===== src/design/sngc_pkg.sv =====
// Shared constants, types and pair tables for the grid next-cell step.
// No dependencies; every other design file imports this package.
`default_nettype none
package sngc_pkg;

    localparam int NDIM    = 3;       // lanes, one per grid dimension
    localparam int IDX_W   = 10;      // cell index width
    localparam int CRD_W   = 32;      // Q16.16 coordinate
    localparam int W_W     = 31;      // cell width
    localparam int SIDE_W  = IDX_W + 1;
    localparam int DF_W    = CRD_W + 1;
    localparam int KW_W    = W_W + SIDE_W - 1;   // k * width, k up to 1024
    localparam int NUM_W   = KW_W + 2;           // signed crossing numerator
    localparam int MAG_W   = NUM_W - 1;
    localparam int DEN_W   = CRD_W;
    localparam int HALF_W  = MAG_W / 2;
    localparam int PP_W    = HALF_W + DEN_W;
    localparam int PRD_W   = MAG_W + DEN_W;
    localparam int TH_W    = MAG_W + 7;
    localparam int A1_W    = IDX_W + SIDE_W;
    localparam int A2_W    = A1_W + SIDE_W;
    localparam int ADDR_W  = 30;
    localparam int NPAIR   = 3;
    localparam int LAT     = 8;

    localparam int IN_W    = 224;
    localparam int OUT_W   = 64;
    localparam int CFG_IW  = 3;
    localparam int CFG_DW  = 32;

    localparam logic [CFG_IW-1:0] CFG_DIMS   = 3'd0;
    localparam logic [CFG_IW-1:0] CFG_ORG_X  = 3'd1;
    localparam logic [CFG_IW-1:0] CFG_ORG_Y  = 3'd2;
    localparam logic [CFG_IW-1:0] CFG_ORG_Z  = 3'd3;
    localparam logic [CFG_IW-1:0] CFG_W_X    = 3'd4;
    localparam logic [CFG_IW-1:0] CFG_W_Y    = 3'd5;
    localparam logic [CFG_IW-1:0] CFG_W_Z    = 3'd6;
    localparam logic [CFG_IW-1:0] CFG_CELLS  = 3'd7;

    // lanes compared by each pair
    localparam int PAIR_A [NPAIR] = '{0, 0, 1};
    localparam int PAIR_B [NPAIR] = '{1, 2, 2};

    typedef struct packed {
        logic             valid;   // interior face crossed below 1.01
        logic             high;    // moving towards the high face
        logic             same;    // end cell equals current cell
        logic [IDX_W-1:0] cur;
    } lane_info_t;

endpackage
`default_nettype wire


===== src/design/sngc_merge.sv =====
// Merge: earliest crossing set, tie rule, next cell and row-major address.
// Depends on sngc_pkg. Three register stages, the last is the output register.
`default_nettype none
module sngc_merge
    import sngc_pkg::*;
(
    input  wire logic                      aclk,
    input  wire logic                      en,
    input  wire logic [1:0]                ndim,
    input  wire logic [SIDE_W-1:0]         side_y,
    input  wire logic [SIDE_W-1:0]         side_z,
    input  wire lane_info_t [NDIM-1:0]     info,
    input  wire logic [NDIM-1:0][NDIM-1:0] lt,
    output logic                           at_end,
    output logic [NDIM-1:0][IDX_W-1:0]     nx,
    output logic [ADDR_W-1:0]              addr
);

    logic [NDIM-1:0]              is_min;
    logic                         have, all_same, all_low, end_next;
    logic [NDIM-1:0][IDX_W-1:0]   nx_next;
    logic [NDIM-1:0][IDX_W-1:0]   nx6_reg, nx7_reg;
    logic                         end6_reg, end7_reg;
    logic [A1_W-1:0]              a1_reg;
    logic [A2_W-1:0]              a2;

    always_comb begin
        have     = 1'b0;
        all_same = 1'b1;
        for (int d = 0; d < NDIM; d++) begin
            is_min[d] = info[d].valid;
            for (int e = 0; e < NDIM; e++) begin
                if (e != d && info[e].valid && lt[e][d]) begin
                    is_min[d] = 1'b0;
                end
            end
            have     = have | info[d].valid;
            all_same = all_same & info[d].same;
        end
        all_low = 1'b1;
        for (int d = 0; d < NDIM; d++) begin
            if (is_min[d] && info[d].high) begin
                all_low = 1'b0;
            end
        end
        for (int d = 0; d < NDIM; d++) begin
            if (is_min[d] && info[d].high) begin
                nx_next[d] = info[d].cur + IDX_W'(1);
            end else if (is_min[d] && all_low) begin
                nx_next[d] = info[d].cur - IDX_W'(1);
            end else begin
                nx_next[d] = info[d].cur;
            end
        end
        end_next = all_same || !have;
    end

    always_ff @(posedge aclk) begin
        if (en) begin
            nx6_reg  <= nx_next;
            end6_reg <= end_next;
        end
    end

    always_ff @(posedge aclk) begin
        if (en) begin
            if (ndim >= 2'd2) begin
                a1_reg <= A1_W'(nx6_reg[0]) * A1_W'(side_y) + A1_W'(nx6_reg[1]);
            end else begin
                a1_reg <= A1_W'(nx6_reg[0]);
            end
            nx7_reg  <= nx6_reg;
            end7_reg <= end6_reg;
        end
    end

    assign a2 = (ndim == 2'd3) ? A2_W'(a1_reg) * A2_W'(side_z) + A2_W'(nx7_reg[2])
                               : A2_W'(a1_reg);

    always_ff @(posedge aclk) begin
        if (en) begin
            at_end <= end7_reg;
            nx     <= end7_reg ? '0 : nx7_reg;
            addr   <= end7_reg ? '0 : a2[ADDR_W-1:0];
        end
    end

endmodule
`default_nettype wire


===== config.mk =====
export PLATFORM = sky130hd
export DESIGN_NAME = sngc_merge
export DESIGN_NICKNAME = d
export VERILOG_FILES = /design/src/design/sngc_pkg.sv /design/src/design/sngc_merge.sv
export SDC_FILE = /design/constraint.sdc
export NUM_CORES = 1
export LEC_CHECK = 0
export BUFFER_PORTS_ARGS = -buffer_cell sky130_fd_sc_hd__buf_2
export CAP_MARGIN = 15
export CORE_ASPECT_RATIO = 0.6
export CORE_MARGIN = 5
export CORE_UTILIZATION = 55
export DETAILED_ROUTE_END_ITERATION = 8
export PLACE_DENSITY = 0.84
export SYNTH_ARGS = -nofsm -noshare
export SYNTH_HDL_FRONTEND = slang
export SYNTH_SLANG_ARGS = --single-unit

===== constraint.sdc =====
create_clock -name aclk -period 7.56 [get_ports aclk]
set_clock_uncertainty 0.2 [all_clocks]
set_input_delay 0.756 -clock aclk [delete_from_list [all_inputs] [get_ports aclk]]
set_output_delay 0.756 -clock aclk [all_outputs]
set_load 0.01 [all_outputs]

==> flow_summary.ini <==
[routing]
ant_nets = 0
first_pass_iters = 7
via_per_inst = 5.66
vias = 13100
drt-total-wl_mm = 42.7
wl_per_cell_um = 18.5
first_iter_violations = 1427
drc_errors = 0

[finish]
regArea_mm2 = 0.00432
area.growth.synth_to_final_pct = 8.10
drive_gt1_share_pct = 9.68
fillers = 2528
multi_input_area_mm2 = 0.0117
nets = 2349

[place]
routabilityCongestion = 0.978
port_buffers = 131
dpl.hpwl_mm = 33.9

[hold_path]
holdPathEnd = nx7_reg[25]
min_path_type = flip-flop to flip-flop
hold_depth = 0
hold_start = nx6_reg[25]

[grt]
grt.total_usage_pct = 24.9
grt_max_degree = 74
grt_pass1_wl_mm = 70.8
grt_pass1_vias = 13700
antenna_found_initial = 2
grt.overflow.total = 0

[synth]
ys_warn_count = 0
synth_edf_count = 144
syn_inst = 1812
synth_seq_cells = 144
synth_ff_type = edfxtp_1
async_reset_ff_share_pct = 0
syn-num-nets = 2283
syn_area_mm2 = 0.0176
yosys.cell_types.count = 66
yosysSeqAreaShare_pct = 24.6
avgSynthCellArea_um2 = 9.72

[critical_path]
timing.reg2reg.setup_slack_ns = 1.24
path_class = flip-flop to flip-flop
cp-start-kind = flip-flop
worstPathArrival_ns = 6.32
end_kind = flip-flop
cp.required_ns = 7.56
regToRegEndpoint = addr[18]
crit_fanout = 12
rr_startpoint = a1_reg[5]
ff2ff_path_depth = 18

[sta]
grt_setup_unrepaired = no
slew_headroom_pct = 37.0
fin_setup_tns_ns = 0
hold_violations = 0
min_period_over_period_pct = 83.6
setup_viol = 0
layout_min_cycle_time_ns = 6.32
whs_ns = 0.223
maxSlewViolCount = 0
tightestPinTransition_ns = 0.943
fmax_mhz = 158

[floorplan]
dieArea_mm2 = 0.0358
die_w_um = 241
io_pins = 135
num_rows = 50
start_util_pct = 56.1
die_y_um = 149
core_mm2 = 0.0314

[clock_network]
cts_tree = done
clkSlewWorstSetupHoldPaths_ns = 0.06
ctsResizeCount = 0
cts_setup_buffers = 0
cts_made_buffers = 17
cts_max_path_buffers = 2
htreeDepth = 4
cts.sinks = 144
clk_latency_ns = 0.45
hold_buffers = 0
cts_root_buffer = clkbuf_16

[run]
drv_cap = 0

[run_status]
status = finished, final reports clean
[placed cells by master (no fill, tap or decap), types with 11 or more instances in the layout]
cell type	n
nand3_1	19
xor2_1	24
nor2b_1	27
clkbuf_16	17
xnor2_1	39
a21o_1	16
nand2_1	270
fa_1	259
or3_1	11
a21oi_1	53
inv_1	346
nor3_1	16
and2_1	162
ha_1	138
o21ai_0	32
nor2_1	42
buf_2	130
edfxtp_1	144
[cell type report]
type                            count  area share (%)
Antenna cell                        2          0.0263
Timing Repair Buffer              133            3.56
Clock inverter                     13           0.677
Sequential cell                   144            22.7
Inverter                          346            6.82
Multi-Input combinational cell   1236            61.2
Tap cell                          416            2.73
Clock buffer                       18            2.25
[critical path, cell delays in order, from the launching register on]
cell       delay (ns)
edfxtp_1         0.66
and2_1           0.30
fa_1             0.53
inv_1            0.05
fa_1             0.53
inv_1            0.05
fa_1             0.46
fa_1             0.49
inv_1            0.05
fa_1             0.48
inv_1            0.05
ha_1             0.37
nand4_1          0.22
nor2_1           0.10
a2111oi_1        0.48
o31ai_1          0.33
a21boi_1         0.37
nor4_1           0.08
a211o_1          0.25
[cells by family (layout without fill, tap and decap cells)]
group	after synthesis	count (layout)	synth area share (%)
and+or+nand+nor	598	598	17.0
buffers and inverters	432	510	9.27
adders and majority gates	397	397	39.2
AOI/OAI and AO/OA	167	167	6.11
DFF	144	144	24.6
xor gates and xnor gates	63	63	3.13
muxes	11	11	0.689
other	0	2	0
[worst max path at each step]
stage | depth (start not counted) | to | slack (ns) | start
after floorplan | 16 | addr[18] | 1.61 | side_z[2]
after global placement | 16 | addr[18] | 1.13 | side_z[2]
after CTS | 15 | addr[18] | 1.34 | a1_reg[6]
after global routing | 16 | addr[26] | 1.03 | a1_reg[5]
final | 18 | addr[18] | 1.24 | a1_reg[5]
after detailed placement | 16 | addr[18] | 0.98 | side_z[5]
[layer usage]
layer	track usage, %	vias to the layer above	part of all wire (%)	routed length, µm
met4	6.65	0	2.3	969
met3	6.36	84	9.8	4210
met5	0	-	0	0
li1	-	5825	-	-
met2	38.4	648	45	19300
met1	35.6	6506	43	18300
[Yosys cell counts, types with 4 or more instances]
cell	count	share of area [%]
xnor2_1	39	1.9
a21o_1	16	0.68
nor4_1	4	0.14
nand2_1	270	5.8
nor3b_1	5	0.21
nor3_1	16	0.45
and3_1	9	0.32
a31oi_1	7	0.25
and2_1	162	5.8
o21ai_0	32	0.91
nand3_1	19	0.54
a41oi_1	6	0.30
nand2b_1	4	0.14
fa_1	259	29
o21a_1	5	0.21
a211oi_1	5	0.21
o211ai_1	6	0.26
nor2b_1	27	0.96
edfxtp_1	144	25
ha_1	138	9.8
nor2_1	42	0.90
nand4_1	9	0.32
a21oi_1	53	1.5
or3_1	11	0.39
or4_1	4	0.17
o31ai_1	4	0.17
mux2_2	9	0.58
inv_1	346	7.4
xor2_1	24	1.2
clkbuf_1	80	1.7
[through the flow]
step                instances  instance area, µm²  worst slack, ns  utilization (%)
finish                   2308               19000             1.24             60.6
global route             2308               19000             1.03             60.6
CTS                      2306               19000             1.34             60.6
detailed placement       2275               18500            0.984             58.8
global placement         2275               18500             1.13             58.8
floorplan                1812               17600             1.61                -
Power is not shown: default switching activity piles up to over one toggle a cycle in this logic, so the estimate is an artifact.
