==> config.mk <==
export PLATFORM = sky130hd
export DESIGN_NAME = sngc_lane
export DESIGN_NICKNAME = d
export VERILOG_FILES = /design/src/design/sngc_pkg.sv /design/src/design/sngc_lane.sv
export SDC_FILE = /design/constraint.sdc
export NUM_CORES = 2
export LEC_CHECK = 0
export BUFFER_PORTS_ARGS = -buffer_cell sky130_fd_sc_hd__buf_2
export CORE_MARGIN = 1.5
export CORE_UTILIZATION = 45
export CTS_CLUSTER_DIAMETER = 50
export CTS_CLUSTER_SIZE = 10
export DETAILED_ROUTE_END_ITERATION = 6
export GPL_TIMING_DRIVEN = 0
export PLACE_DENSITY_LB_ADDON = 0.25
export SLEW_MARGIN = 5
export SYNTH_ARGS = -nofsm -noshare
export SYNTH_HDL_FRONTEND = slang
export SYNTH_SLANG_ARGS = --single-unit
==> constraint.sdc <==
create_clock -name aclk -period 21.1 [get_ports aclk]
set_input_delay 5.275 -clock aclk [delete_from_list [all_inputs] [get_ports aclk]]
set_output_delay 5.275 -clock aclk [all_outputs]
set_load 0.005 [all_outputs]
==> src/design/sngc_pkg.sv <==
// Shared constants, types and pair tables for the grid next-cell step.
// No dependencies; every other design file imports this package.
`default_nettype none
package sngc_pkg;

    localparam int NDIM    = 3;       // lanes, one per grid dimension
    localparam int IDX_W   = 10;      // cell index width
    localparam int CRD_W   = 32;      // Q16.16 coordinate
    localparam int W_W     = 31;      // cell width
    localparam int SIDE_W  = IDX_W + 1;
    localparam int DF_W    = CRD_W + 1;
    localparam int KW_W    = W_W + SIDE_W - 1;   // k * width, k up to 1024
    localparam int NUM_W   = KW_W + 2;           // signed crossing numerator
    localparam int MAG_W   = NUM_W - 1;
    localparam int DEN_W   = CRD_W;
    localparam int HALF_W  = MAG_W / 2;
    localparam int PP_W    = HALF_W + DEN_W;
    localparam int PRD_W   = MAG_W + DEN_W;
    localparam int TH_W    = MAG_W + 7;
    localparam int A1_W    = IDX_W + SIDE_W;
    localparam int A2_W    = A1_W + SIDE_W;
    localparam int ADDR_W  = 30;
    localparam int NPAIR   = 3;
    localparam int LAT     = 8;

    localparam int IN_W    = 224;
    localparam int OUT_W   = 64;
    localparam int CFG_IW  = 3;
    localparam int CFG_DW  = 32;

    localparam logic [CFG_IW-1:0] CFG_DIMS   = 3'd0;
    localparam logic [CFG_IW-1:0] CFG_ORG_X  = 3'd1;
    localparam logic [CFG_IW-1:0] CFG_ORG_Y  = 3'd2;
    localparam logic [CFG_IW-1:0] CFG_ORG_Z  = 3'd3;
    localparam logic [CFG_IW-1:0] CFG_W_X    = 3'd4;
    localparam logic [CFG_IW-1:0] CFG_W_Y    = 3'd5;
    localparam logic [CFG_IW-1:0] CFG_W_Z    = 3'd6;
    localparam logic [CFG_IW-1:0] CFG_CELLS  = 3'd7;

    // lanes compared by each pair
    localparam int PAIR_A [NPAIR] = '{0, 0, 1};
    localparam int PAIR_B [NPAIR] = '{1, 2, 2};

    typedef struct packed {
        logic             valid;   // interior face crossed below 1.01
        logic             high;    // moving towards the high face
        logic             same;    // end cell equals current cell
        logic [IDX_W-1:0] cur;
    } lane_info_t;

endpackage
`default_nettype wire

==> src/design/sngc_lane.sv <==
// One dimension's lane: end-cell test, face crossing fraction and 1.01 limit.
// Depends on sngc_pkg. Three register stages.
`default_nettype none
module sngc_lane
    import sngc_pkg::*;
(
    input  wire logic                    aclk,
    input  wire logic                    en,
    input  wire logic                    act,
    input  wire logic signed [CRD_W-1:0] p1,
    input  wire logic signed [CRD_W-1:0] p2,
    input  wire logic signed [CRD_W-1:0] org,
    input  wire logic [IDX_W-1:0]        cur,
    input  wire logic [W_W-1:0]          w,
    input  wire logic [SIDE_W-1:0]       side,
    output lane_info_t                   info,
    output logic                         sgn,
    output logic [MAG_W-1:0]             mag,
    output logic [DEN_W-1:0]             den
);

    // stage 1
    logic [KW_W-1:0]        cw_reg;
    logic signed [DF_W-1:0] diff_reg, dd_reg, op_reg;
    logic [IDX_W-1:0]       cur1_reg;
    logic                   act1_reg;

    // stage 2
    logic [KW_W-1:0]         cw1;
    logic signed [NUM_W-1:0] diff_x, cw_s, cw1_s, op_x, kw_s, num_s, num_next;
    logic                    low_ok, high_ok, in_grid, hi, face_ok, same_next;
    logic [SIDE_W-1:0]       k;
    logic signed [NUM_W-1:0] num_reg;
    logic [DEN_W-1:0]        den2_reg;
    logic                    same2_reg, face2_reg, high2_reg;
    logic [IDX_W-1:0]        cur2_reg;

    // stage 3
    logic [MAG_W-1:0] mag_next;
    logic [TH_W-1:0]  lhs, rhs;
    logic             valid_next;

    always_ff @(posedge aclk) begin
        if (en) begin
            cw_reg   <= KW_W'(cur) * KW_W'(w);
            diff_reg <= {p2[CRD_W-1], p2} - {org[CRD_W-1], org};
            dd_reg   <= {p2[CRD_W-1], p2} - {p1[CRD_W-1], p1};
            op_reg   <= {org[CRD_W-1], org} - {p1[CRD_W-1], p1};
            cur1_reg <= act ? cur : '0;
            act1_reg <= act;
        end
    end

    always_comb begin
        cw1    = cw_reg + KW_W'(w);
        diff_x = {{(NUM_W-DF_W){diff_reg[DF_W-1]}}, diff_reg};
        op_x   = {{(NUM_W-DF_W){op_reg[DF_W-1]}}, op_reg};
        cw_s   = signed'({2'b00, cw_reg});
        cw1_s  = signed'({2'b00, cw1});
        // clamped end cell equals cur
        in_grid = {1'b0, cur1_reg} < side;
        low_ok  = (cur1_reg == '0) || (diff_x >= cw_s);
        high_ok = ({1'b0, cur1_reg} == side - SIDE_W'(1)) || (diff_x < cw1_s);
        same_next = !act1_reg || (in_grid && low_ok && high_ok);
        hi      = !dd_reg[DF_W-1] && (dd_reg != '0);
        k       = {1'b0, cur1_reg} + SIDE_W'(hi);
        face_ok = act1_reg && (dd_reg != '0) && (k != '0) && (k < side);
        kw_s    = hi ? cw1_s : cw_s;
        num_s   = op_x + kw_s;
        num_next = dd_reg[DF_W-1] ? -num_s : num_s;
    end

    always_ff @(posedge aclk) begin
        if (en) begin
            num_reg   <= num_next;
            den2_reg  <= dd_reg[DF_W-1] ? DEN_W'(-dd_reg) : DEN_W'(dd_reg);
            same2_reg <= same_next;
            face2_reg <= face_ok;
            high2_reg <= hi;
            cur2_reg  <= cur1_reg;
        end
    end

    always_comb begin
        mag_next   = num_reg[NUM_W-1] ? MAG_W'(-num_reg) : MAG_W'(num_reg);
        lhs        = TH_W'(mag_next) * TH_W'(100);
        rhs        = TH_W'(den2_reg) * TH_W'(101);
        valid_next = face2_reg && (num_reg[NUM_W-1] || (lhs < rhs));
    end

    always_ff @(posedge aclk) begin
        if (en) begin
            info.valid <= valid_next;
            info.high  <= high2_reg;
            info.same  <= same2_reg;
            info.cur   <= cur2_reg;
            sgn        <= num_reg[NUM_W-1];
            mag        <= mag_next;
            den        <= den2_reg;
        end
    end

endmodule
`default_nettype wire

==> flow_summary_export.csv <==
group,metric,value,unit
route,wl_per_cell,19.5,µm
critical_path,worstSetupEndpointType,"flip-flop",
global_routing,use_met1,0.298,
synthesis,post-synth-top-count-cell,"inv_1",
synthesis,synth-edff-count,327,
route,wl,124000,µm
sta,drv_slew,0,
outcome,outcome,"finished, final reports clean",
route,ant_nets,0,
global_routing,grt_pass1_vias,35200,
sta,fin_skew,0.0312,ns
global_routing,met2_usage,0.442,
clock_tree,clk_path_buf_depth,3,
clock_tree,clock_sinks,327,
clock_tree,tritoncts,"done",
floorplan,dieArea,99100,µm²
cells_and_area,fillers,9161,
global_routing,grt.total_usage,0.251,
clock_tree,cts_buffers,50,
synthesis,synthDistinctLibCells,88,
route,drt_first_pass_iters,5,
sta,worst_slew_pin_slew,1.11,ns
flow_run,drv_cap,0,
sta,rsz0062_at_grt,"false",
global_routing,busiest_layer,"met2",
clock_tree,clock_latency,0.62,ns
route,vias,34700,
floorplan,io_pins,239,
clock_tree,cts_resized,0,
place,placed_area,46600,µm²
clock_tree,h-tree-depth,2,
critical_path,arrival,12.98,ns
floorplan,die_h,315,µm
synthesis,async_flop_share,0,
synthesis,synthCells,4760,
sta,fmax,0.0791,GHz
sta,setup_viol,0,
synthesis,ys_seq_area_frac,0.224,
route,vias_per_cell,5.45,
global_routing,grt_pass1_wl,194000,µm
synthesis,ys_ff_latch,327,
global_routing,grt_use_met3,0.0370,
sta,post-route-period-util,0.599,
synthesis,yosys_warnings,0,
synthesis,yosysTopAreaCell,"edfxtp_1",
floorplan,die_width,315,µm
route,drc,0,
cells_and_area,largest_register_ffs,43,
clock_tree,cts_setup_buffers,0,
global_routing,grt_max_degree,106,
place,hpwl,106000,µm
floorplan,core,96600,µm²
hold_path,min-delay-path-class,"flip-flop to flip-flop",
global_routing,gr-total-overflow,0,
synthesis,synth_top_cell_area_share,0.224,
critical_path,required,21.44,ns
place,gp_congestion,0.967,
sta,tns,0,ns
cells_and_area,drive_gt1_frac,0.0740,
sta,slew_headroom,0.240,
clock_tree,cts-root-buf,"clkbuf_16",
sta,post-route-min-period,12.64,ns
route,drt-initial-drc-count,1605,
floorplan,start_util,0.453,
critical_path,start_kind,"input pin",
synthesis,syn_area_per_cell,9.19,µm²
synthesis,ys.flop_type,"edfxtp_1",
sta,finalHoldViolCount,0,
synthesis,syn_area,43800,µm²
cells_and_area,nets,6161,
clock_tree,cts.hold.buffers_added,0,
floorplan,placement_rows,114,
critical_path,crit_type,"input pin to flip-flop",
cells_and_area,stdcell_area,48200,µm²
critical_path,crit_fanout,7,
synthesis,yosys-top-cells-area,"edfxtp_1 (22%), ha_1 (18%), fa_1 (15%), inv_1 (5.8%), xnor2_1 (5.8%)",
synthesis,yosys-top-cells-count,"inv_1 (675), ha_1 (632), nand2_1 (408)",
place,io_buffers,238,
global_routing,antenna_found_initial,11,
synthesis,syn-num-nets,5868,
cells_and_area,syn_to_final_growth,10.1,%
clock_tree,cts.reportedPaths.clkPinSlew,0.05,ns
sta,hold_slack,0.419,ns
## cells in the final DEF (no fill, tap or decap), types with 24 or more instances in the layout
| cell type | n |
|---|---|
| inv_1 | 675 |
| ha_1 | 632 |
| nand2_1 | 408 |
| edfxtp_1 | 327 |
| fa_1 | 325 |
| a21oi_1 | 303 |
| xnor2_1 | 289 |
| buf_2 | 245 |
| o21ai_0 | 223 |
| nor2_1 | 181 |
| and2_1 | 162 |
| a21o_1 | 157 |
| xor2_1 | 116 |
| clkbuf_1 | 112 |
| nand3_1 | 81 |
| nor3_1 | 65 |
| o21a_1 | 59 |
| nand2b_1 | 53 |
| clkbuf_16 | 50 |
| nor2b_1 | 49 |
| nand4_1 | 48 |
| o31ai_1 | 47 |
| and3_1 | 34 |
| a211oi_1 | 32 |
| o21bai_1 | 32 |
| or3_1 | 31 |
| nor4_1 | 24 |
| a31oi_1 | 24 |
## cells by family (layout without fill, tap and decap cells)
kind of cell / count (synthesis) / count (layout) / synth area share
adders and majority gates: 957 / 957 / 0.329
muxes: 7 / 7 / 0.00163
other: 0 / 3 / 0
and+or+nand+nor: 1226 / 1226 / 0.142
AOI/OAI and AO/OA: 1044 / 1044 / 0.154
xor gates and xnor gates: 405 / 405 / 0.0810
buffers and inverters: 794 / 1118 / 0.0684
DFF: 327 / 327 / 0.224
## metal layers
layer,vias up,part of all wire
met5,-,0.00074
met4,16,0.056
met3,233,0.048
met2,776,0.48
met1,16600,0.41
li1,17100,-
## per-stage QoR
step	utilization	instances	worst slack [ns]
2_1_floorplan	-	4760	10.32
3_3_place_gp	0.482	6274	8.12
3_5_place_dp	0.483	6277	8.03
4_1_cts	0.499	6360	8.66
5_1_grt	0.499	6360	7.86
6_report	0.499	6363	8.46
## worst paths after layout
check                         from  cells past startpoint  slack (ns)               endpoint
max                           w[1]                     26        8.46  num_reg[41]$_DFFE_PP_
max reg2reg   num_reg[6]$_DFFE_PP_                     30       12.00     info[12]$_DFFE_PP_
min reg2reg  cur2_reg[1]$_DFFE_PP_                      0        0.42      info[1]$_DFFE_PP_
min          cur2_reg[1]$_DFFE_PP_                      0        0.42      info[1]$_DFFE_PP_
## critical path, cell delays in order
cell	delay [ns]
buf_2	0.13
ha_1	0.29
a21oi_1	0.21
a2bb2oi_1	0.27
nand2_1	0.13
a221oi_1	0.71
a211oi_1	0.25
o311ai_1	0.43
a21oi_1	0.16
o31ai_1	0.89
or2_2	0.24
clkbuf_1	0.22
nor2_1	0.09
xnor2_1	0.22
ha_1	0.27
clkbuf_1	0.20
a21oi_1	0.38
o21ai_0	0.15
a21oi_1	0.17
o2bb2ai_1	0.07
a21oi_1	0.31
mux2i_1	0.13
a2111oi_0	0.97
nand3_1	0.23
o21ai_0	0.27
xnor2_1	0.31
## layout make-up
cell class / instances / area, µm² / area share
multi-input cells: 3639 / 31000 / 0.642
flip-flops and latches: 327 / 9820 / 0.204
inverters: 676 / 2540 / 0.0527
well taps: 1276 / 1600 / 0.0331
repair buffers: 241 / 1280 / 0.0266
clock buffers: 56 / 1270 / 0.0264
plain buffers: 118 / 454 / 0.00943
clock inverters: 27 / 259 / 0.00537
diodes: 3 / 7.51 / 0.000156
Power is left out: the tool's default activity adds up to more than one toggle a clock period on the data nets, which glitch-free logic cannot reach.
